$ cat config.mk
export PLATFORM = sky130hd
export DESIGN_NAME = websocket_frame_deframer
export DESIGN_NICKNAME = d
export VERILOG_FILES = /design/src/rtl/wsd_pkg.sv /design/src/rtl/wsd_front.sv /design/src/rtl/wsd_queue.sv /design/src/rtl/wsd_back.sv /design/src/rtl/websocket_frame_deframer.sv
export SDC_FILE = /design/constraint.sdc
export NUM_CORES = 1
export LEC_CHECK = 0
export BUFFER_PORTS_ARGS = -buffer_cell sky130_fd_sc_hd__buf_2
export CORE_ASPECT_RATIO = 0.7
export CORE_MARGIN = 4
export CORE_UTILIZATION = 40
export DETAILED_ROUTE_END_ITERATION = 6
export PLACE_DENSITY = 0.65
export SETUP_SLACK_MARGIN = 0.4
export SLEW_MARGIN = 20
export SYNTH_ARGS = -nofsm -noshare
export SYNTH_HDL_FRONTEND = slang
export SYNTH_SLANG_ARGS = --single-unit
$ cat constraint.sdc
create_clock -name i_clk -period 4.05 [get_ports i_clk]
set_clock_uncertainty 0.15 [all_clocks]
set_input_delay 0.6075 -clock i_clk [delete_from_list [all_inputs] [get_ports i_clk]]
set_output_delay 0.6075 -clock i_clk [all_outputs]
set_load 0.01 [all_outputs]
$ cat src/rtl/wsd_pkg.sv
// ----------------------------------------------------------------------------
// wsd_pkg
// Shared types and constants of the WebSocket frame deframer: phase and
// opcode codes, error codes, length limits and the queue item layout.
// ----------------------------------------------------------------------------
package wsd_pkg;

    // Payload length as decoded from the frame header
    localparam int LEN_W       = 64;
    localparam int LENGTH_BITS = 64;
    localparam int LIMIT_W     = 63;

    localparam logic [LEN_W-1:0] TOP_BIT      = 64'h8000_0000_0000_0000;
    localparam logic [LEN_W-1:0] LEN_FIT_MASK =
        64'hFFFF_FFFF_FFFF_FFFF >> (LEN_W - LENGTH_BITS);
    localparam logic [LIMIT_W-1:0] MAX_LEN_RESET = 63'd16777216;

    // Register map
    localparam logic [2:0] ADDR_MAX_FRAME_LEN = 3'd0;

    // Seven-bit length codes
    localparam logic [6:0] SHORT_MAX  = 7'd125;
    localparam logic [6:0] LEN16_CODE = 7'd126;

    // Extended length byte counts
    localparam logic [3:0] EXT16_BYTES = 4'd2;
    localparam logic [3:0] EXT64_BYTES = 4'd8;

    // Control bit of the opcode
    localparam int CTRL_BIT = 3;

    // Opcodes
    localparam logic [3:0] OP_CONT   = 4'd0;
    localparam logic [3:0] OP_TEXT   = 4'd1;
    localparam logic [3:0] OP_BINARY = 4'd2;
    localparam logic [3:0] OP_CLOSE  = 4'd8;
    localparam logic [3:0] OP_PING   = 4'd9;
    localparam logic [3:0] OP_PONG   = 4'd10;

    // Parser phases
    localparam logic [2:0] PH_HEADER  = 3'd0;
    localparam logic [2:0] PH_LEN     = 3'd1;
    localparam logic [2:0] PH_LEN_EXT = 3'd2;
    localparam logic [2:0] PH_MASK    = 3'd3;
    localparam logic [2:0] PH_PAYLOAD = 3'd4;

    // Error codes
    localparam logic [3:0] ERR_NONE       = 4'd0;
    localparam logic [3:0] ERR_RSV        = 4'd1;
    localparam logic [3:0] ERR_STRAY_CONT = 4'd2;
    localparam logic [3:0] ERR_EXP_CONT   = 4'd3;
    localparam logic [3:0] ERR_RSV_OP     = 4'd4;
    localparam logic [3:0] ERR_CTRL_FIN   = 4'd5;
    localparam logic [3:0] ERR_UNMASKED   = 4'd6;
    localparam logic [3:0] ERR_CTRL_EXT   = 4'd7;
    localparam logic [3:0] ERR_LEN_TOP    = 4'd8;
    localparam logic [3:0] ERR_OVER_LIMIT = 4'd9;

    // Queue between parser and output stage
    localparam int Q_DEPTH = 2;
    localparam int QA_W    = (Q_DEPTH > 1) ? $clog2(Q_DEPTH) : 1;
    localparam int QC_W    = $clog2(Q_DEPTH + 1);

    // One classified result on its way to the output stage
    typedef struct packed {
        logic [7:0] data;
        logic [7:0] key;
        logic       data_valid;
        logic [3:0] opcode;
        logic       fin;
        logic       frame_end;
        logic       empty;
        logic [3:0] err;
    } t_q_item;

endpackage

$ cat src/rtl/wsd_front.sv
// ----------------------------------------------------------------------------
// wsd_front
// Frame parser: takes one stream byte a cycle while the queue has room,
// tracks header/length/key phases, checks frame rules, pushes classified results.
// ----------------------------------------------------------------------------
module wsd_front (
    input  logic                         i_clk,
    input  logic                         i_rst_n,
    input  logic                         i_in_valid,
    input  logic [7:0]                   i_in_byte,
    output logic                         o_in_stall,
    input  logic [wsd_pkg::LIMIT_W-1:0]  i_max_frame_len,
    input  logic                         i_q_full,
    output logic                         o_push,
    output wsd_pkg::t_q_item             o_item
);
    import wsd_pkg::*;

    logic [2:0]       r_phase, n_phase;
    logic [7:0]       r_hdr, n_hdr;
    logic [1:0]       r_open, n_open;
    logic [LEN_W-1:0] r_len, n_len;
    logic [3:0]       r_left, n_left;
    logic [1:0]       r_midx, n_midx;
    logic [LEN_W-1:0] r_remain, n_remain;
    logic             r_err, n_err;
    logic [7:0]       r_key [4];

    logic             accept;
    logic             key_we;
    logic [3:0]       op;
    logic [3:0]       err;
    logic [3:0]       len_err;
    logic             last;

    // Length rules: top bit, fit into the length width, configured limit
    function automatic logic [3:0] check_length(input logic [LEN_W-1:0] len,
                                                input logic [LIMIT_W-1:0] lim);
        logic [3:0] code;
        code = ERR_NONE;
        if ((len & TOP_BIT) != '0) begin
            code = ERR_LEN_TOP;
        end else if ((len & ~LEN_FIT_MASK) != '0) begin
            code = ERR_OVER_LIMIT;
        end else if (len > {1'b0, lim}) begin
            code = ERR_OVER_LIMIT;
        end
        return code;
    endfunction

    assign o_in_stall = i_q_full;
    assign accept     = i_in_valid && !i_q_full;
    assign op         = i_in_byte[3:0];
    assign last       = (r_remain == LEN_W'(1));

    // Advance the parser by one byte
    always_comb begin
        n_phase  = r_phase;
        n_hdr    = r_hdr;
        n_open   = r_open;
        n_len    = r_len;
        n_left   = r_left;
        n_midx   = r_midx;
        n_remain = r_remain;
        n_err    = r_err;
        key_we   = 1'b0;
        err      = ERR_NONE;
        len_err  = ERR_NONE;
        o_push   = 1'b0;
        o_item   = '0;

        if (accept && !r_err) begin
            unique case (r_phase)
                PH_HEADER: begin
                    n_hdr  = i_in_byte;
                    n_midx = 2'd0;
                    if (i_in_byte[6:4] != 3'd0) begin
                        err = ERR_RSV;
                    end else begin
                        unique case (op) inside
                            OP_CONT: begin
                                if (r_open == 2'd0) err = ERR_STRAY_CONT;
                            end
                            OP_TEXT, OP_BINARY: begin
                                if (r_open != 2'd0) begin
                                    err = ERR_EXP_CONT;
                                end else if (!i_in_byte[7]) begin
                                    n_open = op[1:0];
                                end
                            end
                            OP_CLOSE, OP_PING, OP_PONG: begin
                                if (!i_in_byte[7]) err = ERR_CTRL_FIN;
                            end
                            default: err = ERR_RSV_OP;
                        endcase
                    end
                    if (err == ERR_NONE) n_phase = PH_LEN;
                end
                PH_LEN: begin
                    if (!i_in_byte[7]) begin
                        err = ERR_UNMASKED;
                    end else if (i_in_byte[6:0] <= SHORT_MAX) begin
                        n_len   = LEN_W'(i_in_byte[6:0]);
                        len_err = check_length(n_len, i_max_frame_len);
                        err     = len_err;
                        if (len_err == ERR_NONE) n_phase = PH_MASK;
                    end else begin
                        n_left = (i_in_byte[6:0] == LEN16_CODE) ? EXT16_BYTES
                                                                : EXT64_BYTES;
                        n_len  = '0;
                        if (r_hdr[CTRL_BIT]) begin
                            err = ERR_CTRL_EXT;
                        end else begin
                            n_phase = PH_LEN_EXT;
                        end
                    end
                end
                PH_LEN_EXT: begin
                    n_len  = {r_len[LEN_W-9:0], i_in_byte};
                    n_left = r_left - 4'd1;
                    if (n_left == 4'd0) begin
                        len_err = check_length(n_len, i_max_frame_len);
                        err     = len_err;
                        if (len_err == ERR_NONE) n_phase = PH_MASK;
                    end
                end
                PH_MASK: begin
                    key_we = 1'b1;
                    n_midx = r_midx + 2'd1;
                    if (r_midx == 2'd3) begin
                        n_remain = r_len;
                        if (r_len != '0) begin
                            n_phase = PH_PAYLOAD;
                        end else begin
                            // Zero-length frame: finish and emit the empty mark
                            if (r_hdr[3:0] <= OP_BINARY && r_hdr[7]) n_open = 2'd0;
                            n_phase          = PH_HEADER;
                            o_push           = 1'b1;
                            o_item.opcode    = r_hdr[3:0];
                            o_item.fin       = r_hdr[7];
                            o_item.frame_end = 1'b1;
                            o_item.empty     = 1'b1;
                        end
                    end
                end
                PH_PAYLOAD: begin
                    n_midx   = r_midx + 2'd1;
                    n_remain = r_remain - LEN_W'(1);
                    if (last) begin
                        if (r_hdr[3:0] <= OP_BINARY && r_hdr[7]) n_open = 2'd0;
                        n_phase = PH_HEADER;
                    end
                    // Swallow pong payload
                    if (r_hdr[3:0] != OP_PONG) begin
                        o_push            = 1'b1;
                        o_item.data       = i_in_byte;
                        o_item.key        = r_key[r_midx];
                        o_item.data_valid = 1'b1;
                        o_item.opcode     = r_hdr[3:0];
                        o_item.fin        = r_hdr[7];
                        o_item.frame_end  = last;
                    end
                end
                default: n_phase = PH_HEADER;
            endcase

            // Report an error once and latch it
            if (err != ERR_NONE) begin
                n_err         = 1'b1;
                o_push        = 1'b1;
                o_item        = '0;
                o_item.opcode = n_hdr[3:0];
                o_item.fin    = n_hdr[7];
                o_item.err    = err;
            end
        end
    end

    // Hold parser control state
    always_ff @(posedge i_clk) begin
        if (!i_rst_n) begin
            r_phase  <= PH_HEADER;
            r_hdr    <= '0;
            r_open   <= '0;
            r_len    <= '0;
            r_left   <= '0;
            r_midx   <= '0;
            r_remain <= '0;
            r_err    <= 1'b0;
        end else begin
            r_phase  <= n_phase;
            r_hdr    <= n_hdr;
            r_open   <= n_open;
            r_len    <= n_len;
            r_left   <= n_left;
            r_midx   <= n_midx;
            r_remain <= n_remain;
            r_err    <= n_err;
        end
    end

    // Capture masking key bytes
    always_ff @(posedge i_clk) begin
        if (key_we) begin
            r_key[r_midx] <= i_in_byte;
        end
    end

    a_no_push_after_error: assert property (@(posedge i_clk) disable iff (!i_rst_n)
        r_err |-> !o_push)
        else $error("result pushed after an error was latched");

    a_error_latches: assert property (@(posedge i_clk) disable iff (!i_rst_n)
        (o_push && o_item.err != ERR_NONE) |=> r_err)
        else $error("error result did not latch the error flag");

    a_empty_from_mask: assert property (@(posedge i_clk) disable iff (!i_rst_n)
        (o_push && o_item.empty) |-> (o_item.frame_end && r_phase == PH_MASK))
        else $error("empty mark outside the key phase");

endmodule

$ cat src/rtl/wsd_queue.sv
// ----------------------------------------------------------------------------
// wsd_queue
// Short FIFO of classified results between the parser and the output
// stage, so that each side stalls on its own.
// ----------------------------------------------------------------------------
module wsd_queue (
    input  logic             i_clk,
    input  logic             i_rst_n,
    input  logic             i_push,
    input  wsd_pkg::t_q_item i_item,
    output logic             o_full,
    input  logic             i_pop,
    output logic             o_valid,
    output wsd_pkg::t_q_item o_item
);
    import wsd_pkg::*;

    t_q_item         r_mem [Q_DEPTH];
    logic [QA_W-1:0] r_wr_ptr, n_wr_ptr;
    logic [QA_W-1:0] r_rd_ptr, n_rd_ptr;
    logic [QC_W-1:0] r_count, n_count;
    logic            do_push;
    logic            do_pop;

    assign o_full  = (r_count == QC_W'(Q_DEPTH));
    assign o_valid = (r_count != '0);
    assign o_item  = r_mem[r_rd_ptr];
    assign do_push = i_push && !o_full;
    assign do_pop  = i_pop && o_valid;

    // Advance pointers and count
    always_comb begin
        n_wr_ptr = r_wr_ptr;
        n_rd_ptr = r_rd_ptr;
        n_count  = r_count;
        if (do_push) begin
            n_wr_ptr = (r_wr_ptr == QA_W'(Q_DEPTH - 1)) ? '0 : r_wr_ptr + 1'b1;
        end
        if (do_pop) begin
            n_rd_ptr = (r_rd_ptr == QA_W'(Q_DEPTH - 1)) ? '0 : r_rd_ptr + 1'b1;
        end
        if (do_push && !do_pop) begin
            n_count = r_count + 1'b1;
        end else if (do_pop && !do_push) begin
            n_count = r_count - 1'b1;
        end
    end

    always_ff @(posedge i_clk) begin
        if (!i_rst_n) begin
            r_wr_ptr <= '0;
            r_rd_ptr <= '0;
            r_count  <= '0;
        end else begin
            r_wr_ptr <= n_wr_ptr;
            r_rd_ptr <= n_rd_ptr;
            r_count  <= n_count;
        end
    end

    // Store entries
    always_ff @(posedge i_clk) begin
        if (do_push) begin
            r_mem[r_wr_ptr] <= i_item;
        end
    end

    a_count_bound: assert property (@(posedge i_clk) disable iff (!i_rst_n)
        r_count <= QC_W'(Q_DEPTH))
        else $error("queue count beyond depth");

    a_no_overflow: assert property (@(posedge i_clk) disable iff (!i_rst_n)
        !(i_push && o_full))
        else $error("push into a full queue");

    a_push_counts: assert property (@(posedge i_clk) disable iff (!i_rst_n)
        (do_push && !do_pop) |=> (r_count == $past(r_count) + 1'b1))
        else $error("push not reflected in the count");

endmodule

$ cat src/rtl/wsd_back.sv
// ----------------------------------------------------------------------------
// wsd_back
// Output stage: pops classified results, unmasks payload bytes and holds
// each result in the output register until the receiver takes it.
// ----------------------------------------------------------------------------
module wsd_back (
    input  logic             i_clk,
    input  logic             i_rst_n,
    input  logic             i_q_valid,
    input  wsd_pkg::t_q_item i_q_item,
    output logic             o_pop,
    output logic             o_out_valid,
    input  logic             i_out_stall,
    output logic [7:0]       o_out_data,
    output logic             o_data_valid,
    output logic [3:0]       o_frame_opcode,
    output logic             o_frame_fin,
    output logic             o_frame_end,
    output logic             o_empty_frame,
    output logic [3:0]       o_error_code
);
    import wsd_pkg::*;

    logic       r_valid;
    logic [7:0] r_data;
    logic       r_data_valid;
    logic [3:0] r_opcode;
    logic       r_fin;
    logic       r_end;
    logic       r_empty;
    logic [3:0] r_err;
    logic       load;

    // Load when the output register is free or being taken
    assign load  = i_q_valid && (!r_valid || !i_out_stall);
    assign o_pop = load;

    always_ff @(posedge i_clk) begin
        if (!i_rst_n) begin
            r_valid <= 1'b0;
        end else if (load) begin
            r_valid <= 1'b1;
        end else if (!i_out_stall) begin
            r_valid <= 1'b0;
        end
    end

    // Unmask and hold the result
    always_ff @(posedge i_clk) begin
        if (load) begin
            r_data       <= i_q_item.data ^ i_q_item.key;
            r_data_valid <= i_q_item.data_valid;
            r_opcode     <= i_q_item.opcode;
            r_fin        <= i_q_item.fin;
            r_end        <= i_q_item.frame_end;
            r_empty      <= i_q_item.empty;
            r_err        <= i_q_item.err;
        end
    end

    assign o_out_valid    = r_valid;
    assign o_out_data     = r_data;
    assign o_data_valid   = r_data_valid;
    assign o_frame_opcode = r_opcode;
    assign o_frame_fin    = r_fin;
    assign o_frame_end    = r_end;
    assign o_empty_frame  = r_empty;
    assign o_error_code   = r_err;

    a_data_no_error: assert property (@(posedge i_clk) disable iff (!i_rst_n)
        (r_valid && r_data_valid) |-> (r_err == ERR_NONE && !r_empty))
        else $error("payload byte flagged as error or empty mark");

    a_empty_ends: assert property (@(posedge i_clk) disable iff (!i_rst_n)
        (r_valid && r_empty) |-> (r_end && !r_data_valid))
        else $error("empty mark without frame end");

    a_load_fills: assert property (@(posedge i_clk) disable iff (!i_rst_n)
        load |=> r_valid)
        else $error("popped result not presented");

endmodule

$ cat src/rtl/websocket_frame_deframer.sv
// ----------------------------------------------------------------------------
// websocket_frame_deframer
// Client-to-server WebSocket frame parser with payload unmasking.
// ----------------------------------------------------------------------------
// Usage:
//   Input channel (i_in_valid / o_in_stall / i_in_byte) carries the client
//   byte stream, one byte per transaction. Output channel (o_out_valid /
//   i_out_stall) carries at most one result per input byte: an unmasked
//   payload byte, an empty-frame end mark, or an error report. Header,
//   length and key bytes, and pong payload, give no result.
//   Throughput is one byte per cycle while the queue is not full. A result
//   passes through the two-entry result queue and then the output register:
//   the edge that accepts its byte writes it into the queue, and a later edge
//   loads it into the output register.
//   When the receiver stalls, the output register holds its transaction,
//   the queue fills, and o_in_stall rises once the queue is full.
//   Errors are reported once; every later byte is taken and dropped until
//   reset. Reset clears the parser, the queue and the output register and
//   sets max_frame_len to 16 MiB.
//   max_frame_len sits at APB byte address 0 (64-bit data, 63 bits used);
//   write it only while the block is idle.
// ----------------------------------------------------------------------------
module websocket_frame_deframer (
    input  logic        i_clk,
    input  logic        i_rst_n,
    // Input channel
    input  logic        i_in_valid,
    output logic        o_in_stall,
    input  logic [7:0]  i_in_byte,
    // Output channel
    output logic        o_out_valid,
    input  logic        i_out_stall,
    output logic [7:0]  o_out_data,
    output logic        o_data_valid,
    output logic [3:0]  o_frame_opcode,
    output logic        o_frame_fin,
    output logic        o_frame_end,
    output logic        o_empty_frame,
    output logic [3:0]  o_error_code,
    // Configuration port
    input  logic        psel,
    input  logic        penable,
    input  logic        pwrite,
    input  logic [2:0]  paddr,
    input  logic [63:0] pwdata,
    output logic [63:0] prdata,
    output logic        pready
);
    import wsd_pkg::*;

    logic [LIMIT_W-1:0] r_max_len;
    logic               cfg_wr;
    logic               q_full;
    logic               push;
    t_q_item            push_item;
    logic               q_valid;
    t_q_item            q_item;
    logic               pop;

    // Register file: one limit register
    assign pready = 1'b1;
    assign cfg_wr = psel && penable && pwrite && (paddr == ADDR_MAX_FRAME_LEN);
    assign prdata = (paddr == ADDR_MAX_FRAME_LEN) ? {1'b0, r_max_len} : '0;

    always_ff @(posedge i_clk) begin
        if (!i_rst_n) begin
            r_max_len <= MAX_LEN_RESET;
        end else if (cfg_wr) begin
            r_max_len <= pwdata[LIMIT_W-1:0];
        end
    end

    wsd_front u_front (
        .i_clk           (i_clk),
        .i_rst_n         (i_rst_n),
        .i_in_valid      (i_in_valid),
        .i_in_byte       (i_in_byte),
        .o_in_stall      (o_in_stall),
        .i_max_frame_len (r_max_len),
        .i_q_full        (q_full),
        .o_push          (push),
        .o_item          (push_item)
    );

    wsd_queue u_queue (
        .i_clk   (i_clk),
        .i_rst_n (i_rst_n),
        .i_push  (push),
        .i_item  (push_item),
        .o_full  (q_full),
        .i_pop   (pop),
        .o_valid (q_valid),
        .o_item  (q_item)
    );

    wsd_back u_back (
        .i_clk          (i_clk),
        .i_rst_n        (i_rst_n),
        .i_q_valid      (q_valid),
        .i_q_item       (q_item),
        .o_pop          (pop),
        .o_out_valid    (o_out_valid),
        .i_out_stall    (i_out_stall),
        .o_out_data     (o_out_data),
        .o_data_valid   (o_data_valid),
        .o_frame_opcode (o_frame_opcode),
        .o_frame_fin    (o_frame_fin),
        .o_frame_end    (o_frame_end),
        .o_empty_frame  (o_empty_frame),
        .o_error_code   (o_error_code)
    );

endmodule

==> run summary <==
status: complete, no violations
Yosys top cell area share: 0.267
Yosys top cell by area: dfxtp_1
Pint: 5.91 mW
GRT Resource Usage Total: 0.220
Worst-path clk slew: 0.06 ns
Worst slew margin: 0.370
Mapped Avg Cell Area: 8.83 sq um
CTS tree: done
ANT cells: 0
die area: 43,800 sq um
Clock Tree Buf Depth: 3
Die X: 249 microns
WL met2: 21,400 microns
leading register cell type out of synthesis: dfxtp_1
Mapped Nets: 1,988
Die H: 176 microns
vias in the first global route: 14,000
starting density of the core: 0.407
switching power: 2.07 mW
final worst-path cycle share: 0.860
Hold Path Class: primary input to flip-flop
total congestion overflow: 0
WL met3: 4560 microns
Tot Pwr: 7.98 mW
EDFF count, synth: 108
RSZ-0062 raised after global routing: true
DR DRC count: 0
Area growth, synth to finish: 22.9%
Root Buffer: clkbuf_16
synthesized cell area: 16,200 sq um
Initial DRT Pass Iterations: 6
Post-Place Cell Area: 18,500 sq um
final worst setup slack: 0.567 ns
CP Data Required Time: 4.17 ns
pwr dens: 401 nW/um^2
Fin. Hold Viols: 0
Sequential Power Share: 0.476
Top Layer Used: met4
number of H-tree levels: 2
Post-DRT Antenna Nets: 0
Row Count: 61
WP data arrival: 3.60 ns
Net Sw Frac: 0.259
proportion of layout cells with a drive suffix above 1: 0.230
post-synthesis sequential area ratio: 0.467
WL met1: 23,500 microns
Setup WS pre-CTS: -0.140 ns
hpwl dp: 35,100 microns
Worst Path Max Fanout: 3
# setup viols final: 0
register bit count reported by yosys: 324
Clock Power Share: 0.401
largest net degree at the start of global routing: 93
timing-limited maximum frequency: 287 MHz
YS warnings: 0
Slew @ Worst Pin: 0.944 ns
Logic pwr share: 0.123
crit path time final: 3.48 ns
drt initial violations: 1,579
via count: 15,000
Multi-input gate area: 8180 sq um
Via-to-Cell Ratio: 5.68
Worst-Skew Late Latency: 0.54 ns
Peak VDD IR: 0.293 mV
placed cells: 2,568
mean routed wirelength per cell: 19.1 microns
area occupied by registers: 7600 sq um
Post-Synthesis Cells: 1,834
finished layout cell area: 19,900 sq um
GPL Wtd Cong: 0.893
Leakage Power: 7.72 nW
first-pass GRT wire length: 78,600 microns
critical path type: flip-flop to flip-flop
Async SR Flop Fraction: 0
Yosys cell types: 76
Core ar.: 39,800 sq um
WHS: 0.157 ns
initial antenna violation count: 0
CP Launch Type: flip-flop
Nets: 2,229
count of final max-slew check failures: 0
Fillers: 3,720
wirelength, routed: 50,200 microns
Crit. End Element: flip-flop
clk sink count: 324
top cells by area, synth: dfxtp_1 27%, edfxtp_1 20%, ha_1 5.6%, nand2_1 5.4%, a21oi_1 5.0%
Finished Layout Cells: 2,636
I/O Pins: 169
Max-Cap Viols: 0
CTS Buf Count: 34
input/output buffers: 165
==> repair_timing <==
item,in CTS,in global routing
gates resized for setup,5,60
setup endpoints to repair,69,74
pin swaps,1,19
setup buffers,1,5
hold buffers,0,0
==> final cells by class <==
cell class                      count  share of cell area
Clock buffer                       47              0.0472
Clock inverter                     15             0.00849
Inverter                           89              0.0170
Multi-Input combinational cell   1313               0.411
Sequential cell                   324               0.382
Tap cell                          535              0.0336
Timing Repair Buffer              313               0.100
==> logic make-up after synthesis <==
family,synth area share
buffers and inverters,0.0464
flip-flops,0.467
multiplexers,0.0213
AO/OA/AOI/OAI,0.170
adder cells (fa/ha/maj),0.0556
other,0.000464
AND/OR/NAND/NOR,0.228
XOR/XNOR,0.0114
==> routing by layer <==
metal,up-vias,GRT usage
li1,7069,-
met1,7189,0.334
met2,666,0.331
met3,54,0.0420
met4,0,0.0390
met5,-,0
==> worst paths after layout <==
check / from / end / slack [ns] / depth (start not counted)
setup / recovery: r_max_len[46]$_SDFFE_PN0P_ / u_queue.r_mem[0][6]$_DFFE_PP_ / 0.57 / 14
hold / removal: pwdata[15] / r_max_len[15]$_SDFFE_PN0P_ / 0.16 / 3
setup reg to reg: r_max_len[46]$_SDFFE_PN0P_ / u_queue.r_mem[0][6]$_DFFE_PP_ / 0.57 / 14
hold reg to reg: u_front.r_err$_SDFFE_PN0P_ / u_front.r_err$_SDFFE_PN0P_ / 0.33 / 2
==> state kept, by name, summed over array words and instances (netlist names), 3 cells and up, named ones only <==
name                   flops
u_front.r_hdr              5
u_front.r_key             32
u_front.r_phase            3
u_front.r_remain          64
u_back.o_error_code        4
u_queue.r_mem             56
u_front.r_left             4
u_front.r_len             64
u_back.o_out_data          8
r_max_len                 63
u_back.o_frame_opcode      4
==> per-stage QoR <==
step | utilization | setup TNS [ns]
after floorplan | - | 0
after global placement | 0.463 | -0.00207
after detailed placement | 0.463 | -0.176
after CTS | 0.492 | 0
after global routing | 0.499 | 0
final | 0.499 | 0
==> synth_stat cells (12+ instances only) <==
cell,count
a211oi_1,12
a21oi_1,162
a22oi_1,78
a31oi_1,18
and2_1,76
clkbuf_1,96
dfxtp_1,216
edfxtp_1,108
ha_1,72
inv_1,87
mux2_2,12
nand2_1,235
nand3_1,35
nand4_1,33
nor2_1,183
nor2b_1,19
nor3_1,44
nor4_1,52
o21ai_0,80
or3_1,15
==> worst max-delay path, stage by stage (launching register included) <==
cell	delay, ns
dfxtp_1	0.33
inv_1	0.05
ha_1	0.31
nand4_1	0.16
nor4_2	0.05
buf_4	0.15
a221oi_1	0.27
buf_4	0.18
o221ai_2	0.09
nor4_2	0.28
buf_4	0.19
nor4_4	0.07
buf_4	0.17
or4_4	0.49
a22o_1	0.28
==> layout by cell type, fill, tap and decap left out, types with 34 or more instances in the layout <==
cell	Yosys	final
nand2_1	235	235
dfxtp_1	216	192
nand3_1	35	34
ha_1	72	60
o21ai_0	80	80
clkbuf_16	0	34
and2_1	76	76
inv_1	87	78
nor2_1	183	180
a21oi_1	162	161
nor3_1	44	40
edfxtp_1	108	108
nor4_1	52	48
buf_4	2	143
buf_2	4	165
a22oi_1	78	78
==> power groups by stage <==
stage	Sequential, mW	Clock, mW	Combinational, mW
6_report	3.80	3.20	0.983
5_1_grt	3.83	3.37	1.07
4_1_cts	3.80	3.24	0.956
3_5_place_dp	3.87	0	0.948
3_3_place_gp	3.86	0	0.930
2_1_floorplan	3.87	0	0.532
Power figures use the tool's default switching activity.
